<file path="config.mk">
export PLATFORM = sky130hd
export DESIGN_NAME = rau_divider
export DESIGN_NICKNAME = d
export VERILOG_FILES = /design/src/rtl/core/rau_pkg.sv /design/src/rtl/core/rau_divider.sv
export SDC_FILE = /design/constraint.sdc
export NUM_CORES = 1
export LEC_CHECK = 0
export ABC_AREA = 1
export BUFFER_PORTS_ARGS = -buffer_cell sky130_fd_sc_hd__buf_2
export CORE_ASPECT_RATIO = 1.2
export CORE_MARGIN = 3
export CORE_UTILIZATION = 52
export DETAILED_ROUTE_END_ITERATION = 16
export GPL_TIMING_DRIVEN = 0
export PLACE_DENSITY = 0.78
export SLEW_MARGIN = 20
export SYNTH_ARGS = -nofsm -noshare
export SYNTH_HDL_FRONTEND = slang
export SYNTH_SLANG_ARGS = --single-unit
export TNS_END_PERCENT = 1
</file>
<file path="constraint.sdc">
create_clock -name clk -period 2.3 [get_ports clk]
set_input_delay 0.115 -clock clk [delete_from_list [all_inputs] [get_ports clk]]
set_output_delay 0.115 -clock clk [all_outputs]
set_load 0.03 [all_outputs]
</file>
<file path="src/rtl/core/rau_pkg.sv">
// Package for the rational arithmetic unit: widths, operation and status codes,
// sequencer states and the shared-divider command and response structs. No dependencies.
package rau_pkg;

    localparam int DataWidth = 32;
    localparam int MagWidth  = 2 * DataWidth;
    localparam int CntWidth  = $clog2(MagWidth + 1);

    typedef logic [MagWidth-1:0] mag_t;

    typedef enum logic [2:0] {
        FUNC_ADD = 3'd0,
        FUNC_SUB = 3'd1,
        FUNC_MUL = 3'd2,
        FUNC_DIV = 3'd3,
        FUNC_RED = 3'd4
    } func_t;

    typedef enum logic [1:0] {
        ST_OK   = 2'd0,
        ST_ZDEN = 2'd1,
        ST_WIDE = 2'd2
    } status_t;

    typedef enum logic [3:0] {
        S_IDLE,
        S_MUL1,
        S_MUL2,
        S_MUL3,
        S_SUM,
        S_CHECK,
        S_GCD_START,
        S_GCD_WAIT,
        S_DIVN_START,
        S_DIVN_WAIT,
        S_DIVD_START,
        S_DIVD_WAIT,
        S_FINISH,
        S_OUT
    } state_t;

    // command to the shared divider
    typedef struct packed {
        logic start;
        mag_t dividend;
        mag_t divisor;
    } div_cmd_t;

    typedef struct packed {
        logic done;
        mag_t quot;
        mag_t rem;
    } div_rsp_t;

endpackage

</file>
<file path="src/rtl/core/rau_divider.sv">
// Shared restoring divider, one quotient bit per cycle.
// Depends on rau_pkg.
module rau_divider (
    input  logic              clk,
    input  logic              rst_n,
    input  rau_pkg::div_cmd_t cmd,
    output rau_pkg::div_rsp_t rsp
);

    rau_pkg::mag_t                 quot_reg, quot_next;
    rau_pkg::mag_t                 rem_reg, rem_next;
    rau_pkg::mag_t                 dvs_reg, dvs_next;
    logic [rau_pkg::CntWidth-1:0]  cnt_reg, cnt_next;
    logic                          busy_reg, busy_next;
    logic                          done_reg, done_next;
    logic [rau_pkg::MagWidth:0]    trial;

    always_comb
    begin
        quot_next = quot_reg;
        rem_next  = rem_reg;
        dvs_next  = dvs_reg;
        cnt_next  = cnt_reg;
        busy_next = busy_reg;
        done_next = 1'b0;
        trial     = {rem_reg, quot_reg[rau_pkg::MagWidth-1]} - {1'b0, dvs_reg};
        if (cmd.start)
        begin
            quot_next = cmd.dividend;
            rem_next  = '0;
            dvs_next  = cmd.divisor;
            cnt_next  = rau_pkg::CntWidth'(rau_pkg::MagWidth);
            busy_next = 1'b1;
        end
        else if (busy_reg)
        begin
            if (!trial[rau_pkg::MagWidth])
            begin
                rem_next = trial[rau_pkg::MagWidth-1:0];
                quot_next = {quot_reg[rau_pkg::MagWidth-2:0], 1'b1};
            end
            else
            begin
                rem_next = {rem_reg[rau_pkg::MagWidth-2:0], quot_reg[rau_pkg::MagWidth-1]};
                quot_next = {quot_reg[rau_pkg::MagWidth-2:0], 1'b0};
            end
            cnt_next = cnt_reg - 1'b1;
            if (cnt_reg == rau_pkg::CntWidth'(1))
            begin
                busy_next = 1'b0;
                done_next = 1'b1;
            end
        end
    end

    always_ff @(posedge clk or negedge rst_n)
    begin
        if (!rst_n)
        begin
            busy_reg <= 1'b0;
            done_reg <= 1'b0;
            cnt_reg  <= '0;
        end
        else
        begin
            busy_reg <= busy_next;
            done_reg <= done_next;
            cnt_reg  <= cnt_next;
        end
    end

    always_ff @(posedge clk)
    begin
        quot_reg <= quot_next;
        rem_reg  <= rem_next;
        dvs_reg  <= dvs_next;
    end

    assign rsp.done = done_reg;
    assign rsp.quot = quot_reg;
    assign rsp.rem  = rem_reg;

`ifndef SYNTH
    a_done_after_busy: assert property (@(posedge clk) disable iff (!rst_n)
        done_reg |-> !busy_reg) else $error("divider done while busy");
    a_start_busy: assert property (@(posedge clk) disable iff (!rst_n)
        cmd.start |=> busy_reg) else $error("divider did not start");
    a_cnt_zero_idle: assert property (@(posedge clk) disable iff (!rst_n)
        (busy_reg && !cmd.start) |=> (cnt_reg == $past(cnt_reg) - 1'b1))
        else $error("divider count skipped");
`endif

endmodule

</file>
==> run summary, run 1 <==
reg2reg path depth = 15
clock-pin slew on the worst setup and hold paths = 0.07 ns
Post-synth EDFFs = 128
die height = 189 µm
Tmin final = 2.62 ns
Arrival @ worst endpoint = 3.02 ns
die span in x = 158 µm
core footprint = 0.0273 mm²
worst hold path type = input pin to asynchronous set/reset pin
Max IR drop VDD = 463 µV
Req. time, crit path = 2.70 ns
CTS tree = built
Pwr per Cell Area = 486 mW/mm²
fraction of registers with async set/reset = 0.0448
Fillers = 2259
area of the die = 0.0299 mm²
DRC errors left = 0
1st-pass router iterations = 6
Worst path top cell family by delay = simple AND/OR/NAND/NOR gates
Worst Skew = 0.0192 ns
CTS max path bufs = 3
Non-Filler Instances = 3086
Fmax = 382 MHz
pre-CTS setup slack = -0.639 ns
gpl congestion = 0.991
CTS Sinks = 201
register area = 0.00535 mm²
Multi-input gate area = 0.00744 mm²
met2 WL = 25200 µm
P&R area growth vs syn = 31.5%
Post-Route WL = 51500 µm
synthesized flop and latch total = 201
cell count after synthesis = 2291
CP bufs+invs = 3
Final Slew Violations = 0
wire per inst = 16.7 µm
first-pass GRT wire length = 78000 µm
P_leak = 10.9 nW
initial core utilization = 0.532
CP max-delay cell = ha_2
Via density = 5.06
RR Endpoint = rem_reg[39]
IO Port Bufs = 259
metal1 wirelength = 20100 µm
CP Max Fanout = 7
reg-to-reg startpoint = dvs_reg[48]
register area share after synthesis = 0.369
Top FF cell, synth = edfxtp_1
post-route ant nets = 0
CP dominant cell by count = nand2_4
Worst-Margin Slew = 1.14 ns
share of post-route cells with drive strength above 1 = 0.169
Synth cell types = 34
Syn Std Cell Area = 0.0145 mm²
Setup violations, final = 115
GRT Residual Overflow = 0
Startpoint Class = flip-flop
Highest Signal Layer = met4
Hold WS = 0.0193 ns
critical path class = flip-flop to flip-flop
status = complete, but fails checks
syn_area_per_cell = 6.33 µm²
final hold vios = 0
Cell Chain, Critical Path = inv_1 -> ha_2 -> nand2_1 -> nor2_4 -> nand2_2 -> nor4_4 -> nand2_4 -> nand2_4 -> nand2_4 -> nand2_4 -> buf_12 -> buf_12 -> nand2_1 -> nand3_2 -> nand2_1
HPWL Detailed = 37500 µm
Tot GR Track Use = 0.330
htree depth = 1
Rel. slew slack = 0.241
RSZ-0062 raised after global routing = true
violated checks = negative setup slack
switching portion of total power = 0.290
initial antenna violation count = 2
clk root buf = clkbuf_16
setup TNS = -17.76 ns
number of DRC markers in iteration 0 = 1088
Flop pwr share = 0.460
crit share post-route = 1.14
Core Rows = 66
clock group share of total power = 0.354
vias in the first global route = 15.2k
nets = 2928
Final Power = 9.28 mW
Max-Cap Viols = 0
Ys Warns = 0
largest net degree at the start of global routing = 51
switching power = 2.69 mW
max incr delay on CP = 0.40 ns
post-placement cell count = 2892
CTS Buf Count = 21
reg-to-reg setup timing slack = -0.32 ns
IO Count = 260
internal power = 6.59 mW
CP Capture Type = flip-flop
later-pin clock latency in the skew report = 0.53 ns
syn_nets = 2489
vias post-DR = 15.6k
DR WL met3 = 3760 µm
Logic pwr share = 0.186
slack of the critical path = -0.317 ns
per-layer routing:
layer,up-vias,track usage
met1,7009,0.402
met4,0,0.116
li1,7733,-
met2,732,0.590
met5,-,0
met3,135,0.0457
worst max-delay path by stage:
stage                            start      endpoint  slack [ns]  depth (start not counted)
after floorplan           quot_reg[63]   quot_reg[0]       -0.32                         19
after global placement        cmd[128]  quot_reg[17]       -2.04                          4
after detailed placement   dvs_reg[36]   rem_reg[56]       -0.64                         15
after CTS                   dvs_reg[0]   rem_reg[36]       -0.29                         20
after global routing      quot_reg[63]   rem_reg[36]       -0.47                         21
final                      dvs_reg[48]   rem_reg[39]       -0.32                         15
power by group through the flow:
stage | Sequential [mW] | Clock [mW] | Combinational (mW)
after global routing | 4.29 | 3.46 | 1.87
final | 4.27 | 3.28 | 1.73
after detailed placement | 4.31 | 0 | 1.43
after global placement | 4.31 | 0 | 1.39
after floorplan | 4.54 | 0 | 0.675
after CTS | 4.25 | 3.30 | 1.63
repair_timing:
item | 4_1_cts | 5_1_grt
setup buffers | 11 | 8
hold buffers | 129 | 0
pin swaps | 9 | 45
gates resized for setup | 55 | 85
setup endpoints to repair | 65 | 115
gates cloned | 2 | 6
hold endpoints to repair | 137 | 0
cell type report:
cell class,count,area share
antenna,2,0.000262
buffer,42,0.0180
clock buffer,28,0.0300
clock inverter,9,0.00348
inverter,498,0.0982
multi-input combinational,1549,0.390
sequential,201,0.281
tap,340,0.0223
timing repair buffer,417,0.157
layout by cell type (no fill, tap or decap), types with 4 or more instances in the layout:
cell type and count:
nand2_1 1027, inv_1 490, buf_2 260, dlygate4sd3_1 129
edfxtp_1 128, nand3_1 110, nor2_1 102, dfxtp_1 63
nand2_2 55, ha_1 53, a21oi_1 51, clkbuf_1 27
clkbuf_16 27, xnor2_1 26, nand3_2 23, buf_4 20
o21ai_0 13, nor3_1 12, nand2_4 10, buf_12 10
ha_2 10, nand4_1 9, dfrtp_1 9, inv_2 7
nor2_4 7, nand3b_1 7, nor2_2 6, buf_1 5
o21ai_1 5, xor2_1 5, clkinv_1 5, buf_8 4
synth_stat cells (3+ instances only):
| master | number | area share |
|---|---|---|
| xor2_1 | 5 | 0.0030 |
| buf_1 | 4 | 0.0010 |
| buf_8 | 3 | 0.0031 |
| nor2_1 | 106 | 0.027 |
| dfrtp_1 | 9 | 0.016 |
| edfxtp_1 | 128 | 0.27 |
| nand2_1 | 1070 | 0.28 |
| nor2_2 | 7 | 0.0030 |
| nor3_1 | 13 | 0.0045 |
| inv_1 | 493 | 0.13 |
| nand4_1 | 9 | 0.0039 |
| a21oi_1 | 53 | 0.018 |
| nand2_2 | 21 | 0.0091 |
| nand3_1 | 133 | 0.046 |
| dfxtp_1 | 64 | 0.088 |
| nand3b_1 | 7 | 0.0036 |
| clkbuf_1 | 23 | 0.0060 |
| o21ai_0 | 19 | 0.0066 |
| ha_1 | 66 | 0.057 |
| buf_2 | 4 | 0.0014 |
| buf_6 | 7 | 0.0054 |
| xnor2_1 | 26 | 0.016 |
| inv_2 | 5 | 0.0013 |
per-stage QoR:
stage | utilization | instance area, µm²
floorplan | - | 14500
global placement | 0.596 | 16200
detailed placement | 0.598 | 16300
CTS | 0.681 | 18600
global route | 0.700 | 19100
finish | 0.700 | 19100
cells by family after synthesis:
logic type | Yosys count | synth area share
AND/OR/NAND/NOR | 1375 | 0.380
buffers and inverters | 541 | 0.147
AO/OA/AOI/OAI | 76 | 0.0270
XOR/XNOR | 31 | 0.0187
flip-flops | 201 | 0.369
adder cells (fa/ha/maj) | 67 | 0.0583
Note: power is estimated with default switching activity, not from simulation.
==> inputs of run 2 (changes only) <==
Settings changed: ABC_AREA 1 to unset, CTS_BUF_LIST set to sky130_fd_sc_hd__clkbuf_2, PLACE_DENSITY 0.78 to 0.8.
==> run summary, run 2 <==
status = complete, but fails checks (unchanged)
vias in the first global route = 12.8k (was 15.2k)
CTS max path bufs = 3 (unchanged)
area of the die = 0.0251 mm² (was 0.0299 mm²)
critical path class = flip-flop to flip-flop (unchanged)
Multi-input gate area = 0.00631 mm² (was 0.00744 mm²)
Worst-Margin Slew = 0.802 ns (was 1.14 ns)
violated checks = negative setup slack (unchanged)
later-pin clock latency in the skew report = 0.87 ns (was 0.53 ns)
die span in x = 145 µm (was 158 µm)
GRT Residual Overflow = 0 (unchanged)
worst hold path type = input pin to flip-flop (was input pin to asynchronous set/reset pin)
Tot GR Track Use = 0.329 (was 0.330)
vias post-DR = 12.4k (was 15.6k)
Arrival @ worst endpoint = 4.57 ns (was 3.02 ns)
Post-Route WL = 43700 µm (was 51500 µm)
register area share after synthesis = 0.444 (was 0.369)
wire per inst = 20.4 µm (was 16.7 µm)
crit share post-route = 1.67 (was 1.14)
Tmin final = 3.84 ns (was 2.62 ns)
clk root buf = clkbuf_2 (was clkbuf_16)
IO Port Bufs = 259 (unchanged)
CTS Buf Count = 52 (was 21)
met2 WL = 22000 µm (was 25200 µm)
share of the synthesized area in the top cell type = 0.319 (was 0.277)
CP Capture Type = flip-flop (unchanged)
Rel. slew slack = 0.466 (was 0.241)
Highest Signal Layer = met4 (unchanged)
Synth cell types = 67 (was 34)
Syn Std Cell Area = 0.0121 mm² (was 0.0145 mm²)
Fmax = 260 MHz (was 382 MHz)
Post-synth EDFFs = 128 (unchanged)
Non-Filler Instances = 2149 (was 3086)
register area = 0.00535 mm² (about the same)
final hold vios = 0 (unchanged)
Setup violations, final = 117 (was 115)
metal1 wirelength = 15900 µm (was 20100 µm)
initial antenna violation count = 2 (unchanged)
post-synth top area cell = edfxtp_1 (was nand2_1)
CTS Sinks = 201 (unchanged)
highest-count cells in the layout ignoring fill and taps = 259 x buf_2, 194 x dlygate4sd3_1, 151 x nand2_1 (was 1027 x nand2_1, 490 x inv_1, 260 x buf_2)
slack of the critical path = -1.54 ns (was -0.317 ns)
Core Rows = 60 (was 66)
Req. time, crit path = 3.03 ns (was 2.70 ns)
core footprint = 0.0226 mm² (was 0.0273 mm²)
Ys Warns = 0 (unchanged)
P&R area growth vs syn = 39.9% (was 31.5%)
most common cell in the netlist = nand2_1 (unchanged)
IO Count = 260 (unchanged)
share of post-route cells with drive strength above 1 = 0.271 (was 0.169)
Worst Skew = 0.0491 ns (was 0.0192 ns)
1st-pass router iterations = 5 (was 6)
Hold Startpoint = cmd[63]
htree depth = 2 (was 1)
fin util = 0.746 (was 0.700)
reg-to-reg setup timing slack = -1.54 ns (was -0.32 ns)
syn_area_per_cell = 9.50 µm² (was 6.33 µm²)
nets = 1991 (was 2928)
die height = 173 µm (was 189 µm)
Fillers = 1550 (was 2259)
gpl congestion = 0.943 (was 0.991)
crit path from = quot_reg[63] (was dvs_reg[48])
post-placement cell count = 1840 (was 2892)
HPWL Detailed = 27900 µm (was 37500 µm)
Pwr per Cell Area = 1200 mW/mm² (was 486 mW/mm²)
P_leak = 7.44 nW (was 10.9 nW)
largest net degree at the start of global routing = 56 (was 51)
Startpoint Class = flip-flop (unchanged)
synthesized flop and latch total = 201 (unchanged)
RSZ-0062 raised after global routing = true (unchanged)
DRC errors left = 0 (unchanged)
commonest non-fill, non-tap cell in the layout = buf_2 (was nand2_1)
fraction of registers with async set/reset = 0.0448 (unchanged)
CP Max Fanout = 6 (was 7)
syn_nets = 1467 (was 2489)
Max IR drop VDD = 650 µV (was 463 µV)
cell count after synthesis = 1269 (was 2291)
Synth area leaders = edfxtp_1 32%, dfxtp_1 11%, ha_1 6.8% (was nand2_1 28%, edfxtp_1 27%, inv_1 13%)
DR WL met3 = 3410 µm (was 3760 µm)
Final Slew Violations = 0 (unchanged)
Top FF cell, synth = edfxtp_1 (unchanged)
first-pass GRT wire length = 67000 µm (was 78000 µm)
most frequent cells after synthesis = 155 x nand2_1, 128 x edfxtp_1, 121 x nor2_1 (was 1070 x nand2_1, 493 x inv_1, 133 x nand3_1)
Via density = 5.76 (was 5.06)
clock-pin slew on the worst setup and hold paths = 0.12 ns (was 0.07 ns)
CTS tree = built (unchanged)
reg-to-reg startpoint = quot_reg[63] (was dvs_reg[48])
number of DRC markers in iteration 0 = 787 (was 1088)
post-route ant nets = 0 (unchanged)
setup TNS = -95.34 ns (was -17.76 ns)
Max-Cap Viols = 0 (unchanged)
initial core utilization = 0.534 (was 0.532)
## run 2: cell count changes after synthesis, moves of 29 or more
cell and change:
a311oi_1 +47, o21ai_0 +38, mux2_2 +63, nand2_1 -915
a21oi_1 +40, nand3_1 -114, clkbuf_1 +29, inv_1 -402
## run 2: worst max-delay path: stages, from the launching register on
cell	delay [ns]
edfxtp_1	0.38
inv_1	0.06
ha_2	0.20
fa_2	0.34
nand2b_4	0.17
a21oi_4	0.21
o2111ai_4	0.20
a2111oi_4	0.54
o21ai_4	0.14
a2111oi_4	0.39
buf_4	0.18
o21ai_4	0.09
and2_4	0.19
buf_12	0.14
clkbuf_16	0.17
a211o_1	0.29
o31ai_1	0.07
## run 2: area by class of cell
| class | count | area share |
|---|---|---|
| inverters | 91 | 0.0203 |
| repair buffers | 470 | 0.206 |
| well taps | 310 | 0.0230 |
| plain buffers | 70 | 0.0268 |
| multi-input cells | 907 | 0.374 |
| flip-flops and latches | 201 | 0.317 |
| clock buffers | 77 | 0.0228 |
| clock inverters | 21 | 0.00979 |
| diodes | 2 | 0.000297 |
## run 2: cells by family (layout without fill, tap and decap cells)
logic type / Yosys count / after routing / share of synthesized area
buffers and inverters: 161 / 729 / 0.0551
flip-flops: 201 / 201 / 0.444
XOR/XNOR: 56 / 56 / 0.0407
other: 0 / 2 / 0
AND/OR/NAND/NOR: 395 / 395 / 0.145
adder cells (fa/ha/maj): 67 / 67 / 0.0701
multiplexers: 69 / 69 / 0.0638
AO/OA/AOI/OAI: 320 / 320 / 0.182
## run 2: what timing repair did
item                                    4_1_cts  5_1_grt
endpoints found under the setup margin      129      126
pin swaps                                    21       25
hold endpoints to repair                    203        0
cloned                                        0        4
buffers inserted                              2        9
hold buffers                                194        0
resized for setup                            28       54
## run 2: final timing paths
check,end,cells past startpoint
setup / recovery,rem_reg[0],16
hold / removal,dvs_reg[63],2
setup reg to reg,rem_reg[0],16
hold reg to reg,rem_reg[50],2
max in group asynchronous,cnt_reg[4],3
min in group asynchronous,done_reg,3
## run 2: stage by stage
stage / power, mW / hold slack [ns] / instance area (µm²) / setup WS [ns]
after floorplan: 12.8 / -0.181 / 12100 / -1.21
final: 20.3 / 0.0607 / 16900 / -1.54
after global placement: 15.4 / -0.0259 / 13800 / -1.82
after detailed placement: 15.6 / -0.0195 / 13800 / -1.87
after global routing: 21.4 / 0.0458 / 16900 / -1.62
after CTS: 19.0 / 0.00980 / 16400 / -1.44
## run 2: layer usage
layer  vias to the layer above  GRT usage
li1                       5701          -
met1                      5846      0.375
met2                       658      0.592
met5                         -          0
met3                       171     0.0684
met4                         0      0.156
## run 2: report_power, final
group | internal (mW) | switching, mW | total [mW]
Sequential | 4.72 | 0.856 | 5.57
Clock | 1.25 | 1.68 | 2.93
Combinational | 4.54 | 7.24 | 11.8
Total | 10.5 | 9.78 | 20.3
==> inputs of run 3 (changes only) <==
--- a/config.mk
+++ b/config.mk
@@ -8,9 +8,10 @@
 export BUFFER_PORTS_ARGS = -buffer_cell sky130_fd_sc_hd__buf_2
+export CAP_MARGIN = 40
 export CORE_ASPECT_RATIO = 1.2
 export CORE_MARGIN = 3
-export CORE_UTILIZATION = 52
-export CTS_BUF_LIST = sky130_fd_sc_hd__clkbuf_2
+export CORE_UTILIZATION = 50
+export CTS_BUF_LIST = sky130_fd_sc_hd__clkbuf_16
 export DETAILED_ROUTE_END_ITERATION = 16
 export GPL_TIMING_DRIVEN = 0
-export PLACE_DENSITY = 0.8
+export PLACE_DENSITY = 0.77
 export SLEW_MARGIN = 20
==> constraint.sdc (replaced) <==
create_clock -name clk -period 2.3 [get_ports clk]
set_input_delay 0.23 -clock clk [delete_from_list [all_inputs] [get_ports clk]]
set_output_delay 0.23 -clock clk [all_outputs]
set_load 0.03 [all_outputs]
==> run summary, run 3 (synthesis results as in run 2) <==
status = complete, but fails checks (unchanged)
violated checks = negative setup slack (unchanged)
Cell Chain, Critical Path = inv_1 -> ha_2 -> fa_2 -> nand2b_4 -> a21oi_4 -> o2111ai_4 -> a2111oi_4 -> o21ai_4 -> a2111oi_4 -> or3_1 -> buf_6 -> and2_4 -> buf_12 -> buf_8 -> mux2i_2 -> a211oi_1 (was inv_1 -> ha_2 -> fa_2 -> nand2b_4 -> a21oi_4 -> o2111ai_4 -> a2111oi_4 -> o21ai_4 -> a2111oi_4 -> buf_4 -> o21ai_4 -> and2_4 -> buf_12 -> clkbuf_16 -> a211o_1 -> o31ai_1)
Startpoint Class = flip-flop (unchanged)
CTS tree = built (unchanged)
CP bufs+invs = 4 (unchanged)
clock-pin slew on the worst setup and hold paths = 0.06 ns (was 0.12 ns)
initial antenna violation count = 0 (was 2)
gpl congestion = 0.992 (was 0.943)
highest-count cells in the layout ignoring fill and taps = 261 x buf_2, 151 x nand2_1, 128 x edfxtp_1 (was 259 x buf_2, 194 x dlygate4sd3_1, 151 x nand2_1)
area of the die = 0.0260 mm² (was 0.0251 mm²)
RSZ-0062 raised after global routing = true (unchanged)
Hold Startpoint = cmd[87] (was cmd[63])
die span in x = 148 µm (was 145 µm)
later-pin clock latency in the skew report = 0.52 ns (was 0.87 ns)
die height = 176 µm (was 173 µm)
slack of the critical path = -1.44 ns (was -1.54 ns)
critical path class = flip-flop to flip-flop (unchanged)
Pwr per Cell Area = 1280 mW/mm² (was 1200 mW/mm²)
clk root buf = clkbuf_16 (was clkbuf_2)
Worst-Margin Slew = 0.803 ns (was 0.802 ns)
share of post-route cells with drive strength above 1 = 0.260 (was 0.271)
first-pass GRT wire length = 61200 µm (was 67000 µm)
Tot GR Track Use = 0.293 (was 0.329)
core footprint = 0.0234 mm² (was 0.0226 mm²)
vias post-DR = 11.4k (was 12.4k)
RR Endpoint = rem_reg[47] (was rem_reg[0])
reg-to-reg setup timing slack = -1.44 ns (was -1.54 ns)
commonest non-fill, non-tap cell in the layout = buf_2 (unchanged)
wire per inst = 19.6 µm (was 20.4 µm)
IO Count = 260 (unchanged)
GRT Residual Overflow = 0 (unchanged)
Core Rows = 61 (was 60)
Hold Path Depth = 2 (unchanged)
CTS Sinks = 201 (unchanged)
Final Power = 20.6 mW (was 20.3 mW)
CP Max Fanout = 6 (unchanged)
Hold EP = quot_reg[23] (was dvs_reg[63])
Fmax = 267 MHz (was 260 MHz)
Final Slew Violations = 0 (unchanged)
largest net degree at the start of global routing = 38 (was 56)
P_leak = 7.02 nW (was 7.44 nW)
Worst Skew = 0.0113 ns (was 0.0491 ns)
Arrival @ worst endpoint = 4.12 ns (was 4.57 ns)
max incr delay on CP = 0.51 ns (was 0.54 ns)
Fillers = 1848 (was 1550)
nets = 1870 (was 1991)
Post-Route WL = 39300 µm (was 43700 µm)
Tmin final = 3.74 ns (was 3.84 ns)
Post-DP Area = 0.0138 mm² (about the same)
reg-to-reg startpoint = quot_reg[63] (unchanged)
Rel. slew slack = 0.465 (was 0.466)
CP dominant cell by count = a2111oi_4
Via density = 5.69 (was 5.76)
CP Capture Type = flip-flop (unchanged)
CTS max path bufs = 3 (unchanged)
initial core utilization = 0.515 (was 0.534)
htree depth = 1 (was 2)
CTS Buf Count = 24 (was 52)
DRC errors left = 0 (unchanged)
crit path from = quot_reg[63] (unchanged)
Setup violations, final = 98 (was 117)
Design Area, Final = 0.0161 mm² (was 0.0169 mm²)
number of DRC markers in iteration 0 = 717 (was 787)
vias in the first global route = 11.6k (was 12.8k)
Req. time, crit path = 2.68 ns (was 3.03 ns)
Worst path top cell family by delay = compound AO/OA/AOI/OAI gates (unchanged)
CP max-delay cell = a2111oi_4 (unchanged)
crit share post-route = 1.63 (was 1.67)
HPWL Detailed = 28300 µm (was 27900 µm)
reg2reg path depth = 16 (unchanged)
worst hold path type = input pin to flip-flop (unchanged)
IO Port Bufs = 259 (unchanged)
Max-Cap Viols = 0 (unchanged)
Ant. Diodes = 0 (was 2)
final hold vios = 0 (unchanged)
1st-pass router iterations = 5 (unchanged)
post-route ant nets = 0 (unchanged)
Max IR drop VDD = 803 µV (was 650 µV)
P&R area growth vs syn = 33.3% (was 39.9%)
## run 3: worst max path at each step
| stage | endpoint | slack (ns) | depth (start not counted) |
|---|---|---|---|
| after floorplan | rem_reg[60] | -1.21 | 16 |
| after global routing | rem_reg[54] | -1.60 | 16 |
| after CTS | rem_reg[0] | -1.42 | 16 |
| final | rem_reg[47] | -1.44 | 16 |
| after detailed placement | rem_reg[59] | -1.87 | 12 |
| after global placement | rem_reg[59] | -1.85 | 12 |
## run 3: where the power goes
part	total, mW	internal [mW]	switching (mW)
combinational	11.3	4.35	6.97
sequential	5.54	4.73	0.811
clock	3.76	2.25	1.50
total	20.6	11.3	9.28
## run 3: area by class of cell
cell class,count,area (µm²),share of cell area
Inverter,91,342,0.0213
Multi-Input combinational cell,907,6280,0.391
Sequential cell,201,5350,0.333
Clock buffer,26,651,0.0405
Timing Repair Buffer,378,2530,0.157
Buffer,69,389,0.0242
Clock inverter,18,136,0.00849
Tap cell,315,394,0.0245
## run 3: timing repair
| action | 4_1_cts | 5_1_grt |
|---|---|---|
| gates cloned | 2 | 0 |
| hold buffers | 99 | 0 |
| pin swaps | 44 | 19 |
| endpoints found under the hold margin | 107 | 0 |
| buffers inserted | 11 | 5 |
| setup endpoints to repair | 130 | 98 |
| resized for setup | 36 | 29 |
## run 3: metal layers
layer	part of all wire	up-vias	global-route usage
met5	0	-	0
met1	0.38	5432	0.337
li1	-	5423	-
met2	0.51	434	0.529
met3	0.071	111	0.0598
met4	0.045	0	0.123
## run 3: worst register-to-register path, cell delays in order, from the launching register on
cell,delay (ns)
edfxtp_1,0.35
inv_1,0.06
ha_2,0.20
fa_2,0.34
nand2b_4,0.17
a21oi_4,0.22
o2111ai_4,0.16
a2111oi_4,0.51
o21ai_4,0.10
a2111oi_4,0.41
or3_1,0.19
buf_6,0.12
and2_4,0.20
buf_12,0.14
buf_8,0.14
mux2i_2,0.22
a211oi_1,0.09
## run 3: metrics by stage
| step | hold slack (ns) | std cells | setup WS, ns | setup TNS, ns | utilization |
|---|---|---|---|---|---|
| floorplan | -0.0656 | 1269 | -1.21 | -80.08 | - |
| global placement | 0.0901 | 1843 | -1.85 | -269.02 | 0.589 |
| detailed placement | 0.0924 | 1845 | -1.87 | -136.10 | 0.591 |
| CTS | 0.000849 | 2000 | -1.42 | -91.75 | 0.678 |
| global route | 0.0125 | 2005 | -1.60 | -106.38 | 0.686 |
| finish | 0.0237 | 2005 | -1.44 | -92.44 | 0.686 |
